## config.mk

```make
export PLATFORM = sky130hd
export DESIGN_NAME = jdst_julian
export DESIGN_NICKNAME = d
export VERILOG_FILES = /design/src/rtl/core/jdst_pkg.sv /design/src/rtl/core/jdst_julian.sv
export SDC_FILE = /design/constraint.sdc
export NUM_CORES = 2
export LEC_CHECK = 0
export BUFFER_PORTS_ARGS = -buffer_cell sky130_fd_sc_hd__buf_2
export CORE_ASPECT_RATIO = 1.1
export CORE_MARGIN = 8
export CORE_UTILIZATION = 40
export DETAILED_ROUTE_END_ITERATION = 6
export HOLD_SLACK_MARGIN = 0.08
export PLACE_DENSITY = 0.6
export SYNTH_ARGS = -nofsm -noshare
export SYNTH_HDL_FRONTEND = slang
export SYNTH_SLANG_ARGS = --single-unit
```

## constraint.sdc

```tcl
create_clock -name clk -period 16.66 [get_ports clk]
set_input_delay 0.833 -clock clk [delete_from_list [all_inputs] [get_ports clk]]
set_output_delay 0.833 -clock clk [all_outputs]
set_load 0.05 [all_outputs]
```

## src/rtl/core/jdst_pkg.sv

```systemverilog
// Shared types, constants and helper functions for the Julian date / sidereal time core.
`default_nettype none
package jdst_pkg;

  // Field and register widths
  localparam int JD_W     = 54;
  localparam int LON_W    = 41;
  localparam int OFS_W    = 41;
  localparam int RATE_W   = 49;
  localparam int SQ_W     = 48;
  localparam int CDIV_W   = 32;
  localparam int SID_W    = 42;
  localparam int CFG_W    = 54;
  localparam int IDX_W    = 3;

  // Internal widths: Q.80 degree sum, cube product, divider numerator
  localparam int SUM_W      = 113;
  localparam int CUBE_W     = 85;
  localparam int DIV_W      = 88;
  localparam int DIV_STEP   = 4;
  localparam int DIV_STAGES = DIV_W / DIV_STEP;

  // Register indexes
  typedef enum logic [IDX_W-1:0] {
    REG_LONGITUDE = 3'd0,
    REG_EPOCH     = 3'd1,
    REG_OFFSET    = 3'd2,
    REG_RATE      = 3'd3,
    REG_SQUARE    = 3'd4,
    REG_CUBE_DIV  = 3'd5
  } cfg_reg_t;

  localparam logic [JD_W-1:0]  EPOCH_RESET = 54'd10529305599672320;
  localparam logic [SID_W-1:0] SID_LIMIT   = 42'd1546188226560;

  // Constant divisors and their 2^32 reciprocals (floor)
  localparam logic [31:0] DIV_SECS    = 32'd675;
  localparam logic [31:0] RCP_SECS    = 32'd6362914;
  localparam logic [31:0] DIV_CENT    = 32'd100;
  localparam logic [31:0] RCP_CENT    = 32'd42949672;
  localparam logic [31:0] DIV_JCENT   = 32'd36525;
  localparam logic [31:0] RCP_JCENT   = 32'd117589;
  localparam logic [31:0] DIV_CIRCLE  = 32'd360;
  localparam logic [31:0] RCP_CIRCLE  = 32'd11930464;

  // Configuration register set
  typedef struct packed {
    logic [LON_W-1:0]  longitude;
    logic [JD_W-1:0]   epoch;
    logic [OFS_W-1:0]  offset;
    logic [RATE_W-1:0] rate;
    logic [SQ_W-1:0]   square;
    logic [CDIV_W-1:0] cube_div;
  } cfg_t;

  // Beat leaving the polynomial pipe
  typedef struct packed {
    logic [SUM_W-1:0]  s0;
    logic [CUBE_W-1:0] cube;
    logic [JD_W-1:0]   jd;
    logic              dneg;
  } poly_t;

  // Beat leaving the cube divider
  typedef struct packed {
    logic [SUM_W-1:0]  s0;
    logic [CUBE_W-1:0] quot;
    logic [JD_W-1:0]   jd;
    logic              dneg;
  } quot_t;

  typedef struct packed {
    logic [31:0] q;
    logic [31:0] r;
  } cdiv_t;

  // Divide by a constant via reciprocal multiply plus one correction step.
  // Exact for x below 2^32 when recip = floor(2^32 / dc).
  function automatic cdiv_t cdiv(input logic [31:0] x, input logic [31:0] dc,
                                 input logic [31:0] recip);
    logic [63:0] prod;
    cdiv_t       o;
    prod = {32'd0, x} * {32'd0, recip};
    o.q  = prod[63:32];
    o.r  = x - o.q * dc;
    if (o.r >= dc) begin
      o.q = o.q + 32'd1;
      o.r = o.r - dc;
    end
    return o;
  endfunction

  // floor(30.6001 * month number); Jan/Feb count as months 14/15
  function automatic logic [9:0] month_days(input logic [3:0] mon);
    logic [9:0] v;
    case (mon)
      4'd0:    v = 10'd428;
      4'd1:    v = 10'd459;
      4'd2:    v = 10'd122;
      4'd3:    v = 10'd153;
      4'd4:    v = 10'd183;
      4'd5:    v = 10'd214;
      4'd6:    v = 10'd244;
      4'd7:    v = 10'd275;
      4'd8:    v = 10'd306;
      4'd9:    v = 10'd336;
      4'd10:   v = 10'd367;
      4'd11:   v = 10'd397;
      4'd12:   v = 10'd428;
      4'd13:   v = 10'd459;
      4'd14:   v = 10'd489;
      4'd15:   v = 10'd520;
      default: v = 10'd0;
    endcase
    return v;
  endfunction

endpackage
`default_nettype wire

```

## src/rtl/core/jdst_julian.sv

```systemverilog
// Four-stage pipe turning a broken-down UTC timestamp into a Q22.32 Julian date.
`default_nettype none
module jdst_julian (
  input  logic                     clk,
  input  logic                     rst,
  input  logic                     adv,
  input  logic                     in_valid,
  input  logic [9:0]               year_since_1900,
  input  logic [3:0]               month_index,
  input  logic [4:0]               day_of_month,
  input  logic [4:0]               hour,
  input  logic [5:0]               minute,
  input  logic [5:0]               second,
  output logic                     out_valid,
  output logic [jdst_pkg::JD_W-1:0] jd
);
  import jdst_pkg::*;

  logic [3:0] v;

  // stage 1
  logic [11:0] yy1;
  logic [9:0]  x2_1;
  logic [4:0]  day1;
  logic [7:0]  qs1;
  logic [9:0]  rs1;
  // stage 2
  logic [21:0] x1_2;
  logic [4:0]  a2;
  logic [9:0]  x2_2;
  logic [4:0]  day2;
  logic [7:0]  qs2;
  logic [11:0] q2_2;
  logic [9:0]  r2_2;
  // stage 3
  logic [21:0] days3;
  logic [32:0] frac3;
  // stage 4
  logic [JD_W-1:0] jd4;

  logic [16:0] secs;
  logic [11:0] yy;
  cdiv_t       d1, d2, d3, dc;
  logic [12:0] yy4716;
  logic [23:0] x1p;
  logic [23:0] days;

  // seconds of day, shifted year, first day-fraction digit
  assign secs = 17'(hour) * 17'd3600 + 17'(minute) * 17'd60 + 17'(second);
  assign yy   = (month_index < 4'd2) ? 12'(year_since_1900) + 12'd1899
                                     : 12'(year_since_1900) + 12'd1900;
  assign d1   = cdiv(32'(secs), DIV_SECS, RCP_SECS);

  // year term, century, second fraction digit
  assign yy4716 = 13'(yy1) + 13'd4716;
  assign x1p    = 24'(yy4716) * 24'd1461;
  assign dc     = cdiv(32'(yy1), DIV_CENT, RCP_CENT);
  assign d2     = cdiv({10'd0, rs1, 12'd0}, DIV_SECS, RCP_SECS);

  // day count with Gregorian correction, last fraction digit (+337 = rounding half)
  assign days = 24'(x1_2) + 24'(x2_2) + 24'(day2) + 24'(a2[4:2]) + 24'd2
              - 24'(a2) - 24'd1525;
  assign d3   = cdiv({9'd0, r2_2, 13'd337}, DIV_SECS, RCP_SECS);

  always_ff @(posedge clk) begin
    if (rst) begin
      v <= '0;
    end else if (adv) begin
      v <= {v[2:0], in_valid};
    end
  end

  always_ff @(posedge clk) begin
    if (adv) begin
      yy1   <= yy;
      x2_1  <= month_days(month_index);
      day1  <= day_of_month;
      qs1   <= d1.q[7:0];
      rs1   <= d1.r[9:0];

      x1_2  <= x1p[23:2];
      a2    <= dc.q[4:0];
      x2_2  <= x2_1;
      day2  <= day1;
      qs2   <= qs1;
      q2_2  <= d2.q[11:0];
      r2_2  <= d2.r[9:0];

      days3 <= days[21:0];
      frac3 <= {qs2, q2_2, d3.q[12:0]};

      jd4   <= {days3, 32'd0} + 54'h0_0000_8000_0000 + 54'(frac3);
    end
  end

  assign out_valid = v[3];
  assign jd        = jd4;

endmodule
`default_nettype wire

```

==> metrics.md <==
| Metric | Value |
|---|---|
| Top cell type by total area after synthesis | ha_1 |
| Core Rows | 119 |
| Gate Count Post-Synth | 3724 |
| Drt drc | 0 |
| Iteration-0 DRC Markers | 804 |
| Antenna Nets Post-Route | 0 |
| Max Freq | 0.0647 GHz |
| Routed WL | 74900 um |
| Final slew viol count | 0 |
| Clock latency at the later pin of the worst-skew pair | 550 ps |
| Max-slew headroom | 0.328 |
| CTS tree | built |
| Post-layout min period | 15440 ps |
| Die height | 341 um |
| FILL cells | 9219 |
| WL per Instance | 14.6 um |
| Synth warnings | 0 |
| Reg clk slew, reported paths | 60 ps |
| Net Count, Synth | 5128 |
| Setup violations, final | 0 |
| Critical path class | primary input to flip-flop |
| Setup TNS | 0 ps |
| Critical path arrival | 15740 ps |
| Mux contribution to synthesized area | 0.00495 |
| Deepest clock path buffer count | 3 |
| Hold Buf Count CTS | 0 |
| Post-Route Utilization | 0.434 |
| Initial antenna violation count | 1 |
| Starting Density | 0.402 |
| Synth Area in Compound Gates | 0.0843 |
| IO Pins | 95 |
| Status | finished clean |
| Sequential area share after synthesis | 0.178 |
| Most used cell along the critical path | fa_1 |
| Top cell type's share of synthesized area | 0.309 |
| Req. time, crit path | 16950 ps |
| CTS H-tree lvls | 1 |
| Die width | 312 um |
| # clock sinks | 229 |
| # port buffers | 94 |
| Post-synthesis adder-cell area fraction | 0.524 |
| Share of layout cells above drive strength 1 | 0.0519 |
| Die area | 0.106 mm^2 |
| Post-synth EDFFs | 225 |
| CP endpoint kind | flip-flop |
| Clk_skew | 15.2 ps |
| Main flop type after synthesis | edfxtp_1 |
| Xor-xnor portion of the synthesized cell area | 0.0563 |
| Slowest cell on the critical path | fa_1 |
| Area of the mapped netlist | 0.0385 mm^2 |
| GRT Residual Overflow | 0 |
| Commonest cells post-synth | 951 x ha_1, 873 x inv_1, 413 x fa_1 |
| Largest family of logic cells by synthesized area | adder cells |
| Worst reg2reg setup slack | 4740 ps |
| Distinct cells, synth | 82 |
| Slowest stage delay, CP | 580 ps |
| Largest net degree at the start of global routing | 103 |
| Most numerous cell in the Yosys netlist | ha_1 |
| Mean number of vias per cell | 4.86 |
| GP Congestion | 0.859 |
| Total core area | 0.0956 mm^2 |
| Number of synthesized register bits | 229 |
| Crit-path max FO | 7 |
| RSZ-0062 raised after global routing | no |
| Area contributors post-synth | ha_1 31%, fa_1 22%, edfxtp_1 18% |
| Total GRT Usage | 0.141 |
| Setup crit start kind | primary input |
| Num CTS Buffers | 27 |
| Fin crit share | 0.927 |
| Post-DP HPWL | 65300 um |
| Root Driver | clkbuf_16 |
| Final Hold Violating Endpoints | 0 |
| Syn avg cell area | 10.3 um^2 |
| Vias | 25000 |
| DRT Pass-1 Iters | 5 |
| Fin nets | 5259 |
| Asr flop ratio synth | 0 |
| Max_cap viols | 0 |
| Min-Delay Path Class | flip-flop to flip-flop |
| Area Growth Syn to Fin | 7.93% |
| Post-Synth Simple-Gate Area | 0.0650 |
| First-pass GRT wire length | 128000 um |
| Vias in the first global route | 26100 |
| Pin slew with the least headroom to its limit | 1000 ps |
==> state kept, by name (all words and copies together) (netlist names), 8 cells and up <==
name and count:
jd 54, frac3 33, days3 22, x1_2 22
q2_2 12, yy1 12, rs1 10, x2_1 10
x2_2 10, r2_2 9, qs1 8, qs2 8
==> metrics by stage <==
stage               cell area (um^2)  std cells  setup slack [ps]  hold slack, ps
finish                         41500       5143              1220             408
global route                   41500       5142               175             411
CTS                            41500       5139               722             409
detailed placement             40600       5093               162             405
global placement               40600       5093               389             403
floorplan                      38500       3724              1650             400
==> cell type report <==
| class | count | area [um^2] | area share |
|---|---|---|---|
| Antenna cell | 1 | 2.50 | 0.0000603 |
| Clock buffer | 30 | 717 | 0.0173 |
| Clock inverter | 16 | 136 | 0.00329 |
| Inverter | 873 | 3280 | 0.0790 |
| Multi-Input combinational cell | 2604 | 28300 | 0.681 |
| Sequential cell | 229 | 6840 | 0.165 |
| Tap cell | 1270 | 1590 | 0.0383 |
| Timing Repair Buffer | 120 | 676 | 0.0163 |
==> cells by family (layout without fill, tap and decap cells) <==
kind of cell	after synthesis	after routing
compound gates	490	490
xor+xnor	247	247
fa+ha+maj	1364	1364
buf+inv	891	1039
flops	229	229
mux	17	17
other cells	0	1
simple gates	486	486
==> metal layers <==
layer	up-vias	GRT usage	wire [um]	part of all wire
li1	12700	-	-	-
met1	12000	0.184	34800	0.46
met2	273	0.258	36900	0.49
met3	66	0.0126	2150	0.029
met4	0	0.0234	1080	0.014
met5	-	0	0	0
==> worst max-delay path: cells and delay by family <==
| family | cells | cell delay [ps] |
|---|---|---|
| compound gates | 19 | 4120 |
| fa+ha+maj | 17 | 7940 |
| buf+inv | 13 | 920 |
| simple gates | 7 | 1300 |
| xor+xnor | 4 | 600 |
==> cells in the final DEF, fill, tap and decap left out, types with 12 or more instances in the layout <==
| cell type | synthesis | final |
|---|---|---|
| ha_1 | 951 | 951 |
| inv_1 | 873 | 873 |
| fa_1 | 413 | 413 |
| edfxtp_1 | 225 | 225 |
| xnor2_1 | 168 | 168 |
| a21oi_1 | 126 | 126 |
| nand2_1 | 119 | 119 |
| nor2_1 | 104 | 104 |
| buf_2 | 5 | 93 |
| o21ai_0 | 86 | 86 |
| xor2_1 | 79 | 78 |
| a21o_1 | 66 | 66 |
| nand3_1 | 43 | 43 |
| nor3_1 | 41 | 41 |
| nand2b_1 | 33 | 33 |
| clkbuf_16 | 0 | 27 |
| and3_1 | 26 | 26 |
| buf_4 | 1 | 26 |
| nor2b_1 | 24 | 24 |
| o21a_1 | 23 | 23 |
| a211oi_1 | 20 | 20 |
| nand4_1 | 20 | 20 |
| o211ai_1 | 20 | 20 |
| o21bai_1 | 18 | 18 |
| a31oi_1 | 17 | 17 |
| or3_1 | 14 | 14 |
| and2_1 | 13 | 13 |
| o31ai_1 | 13 | 13 |
| a21boi_0 | 12 | 12 |
==> repair_timing <==
| action | CTS | global route |
|---|---|---|
| gates resized for setup | 0 | 1 |
| setup endpoints to repair | 0 | 16 |
| setup buffers | 0 | 3 |
==> path summary, 6_finish.rpt <==
check                                  to      start  depth (start not counted)
worst max-delay path               rs1[3]  minute[0]                         60
worst min-delay path               jd[30]  frac3[30]                          0
worst max register to register  frac3[12]    r2_2[8]                         40
worst min register to register     jd[30]  frac3[30]                          0
Power is not shown: default switching activity piles up to over one toggle a cycle in this logic, so the estimate is an artifact.
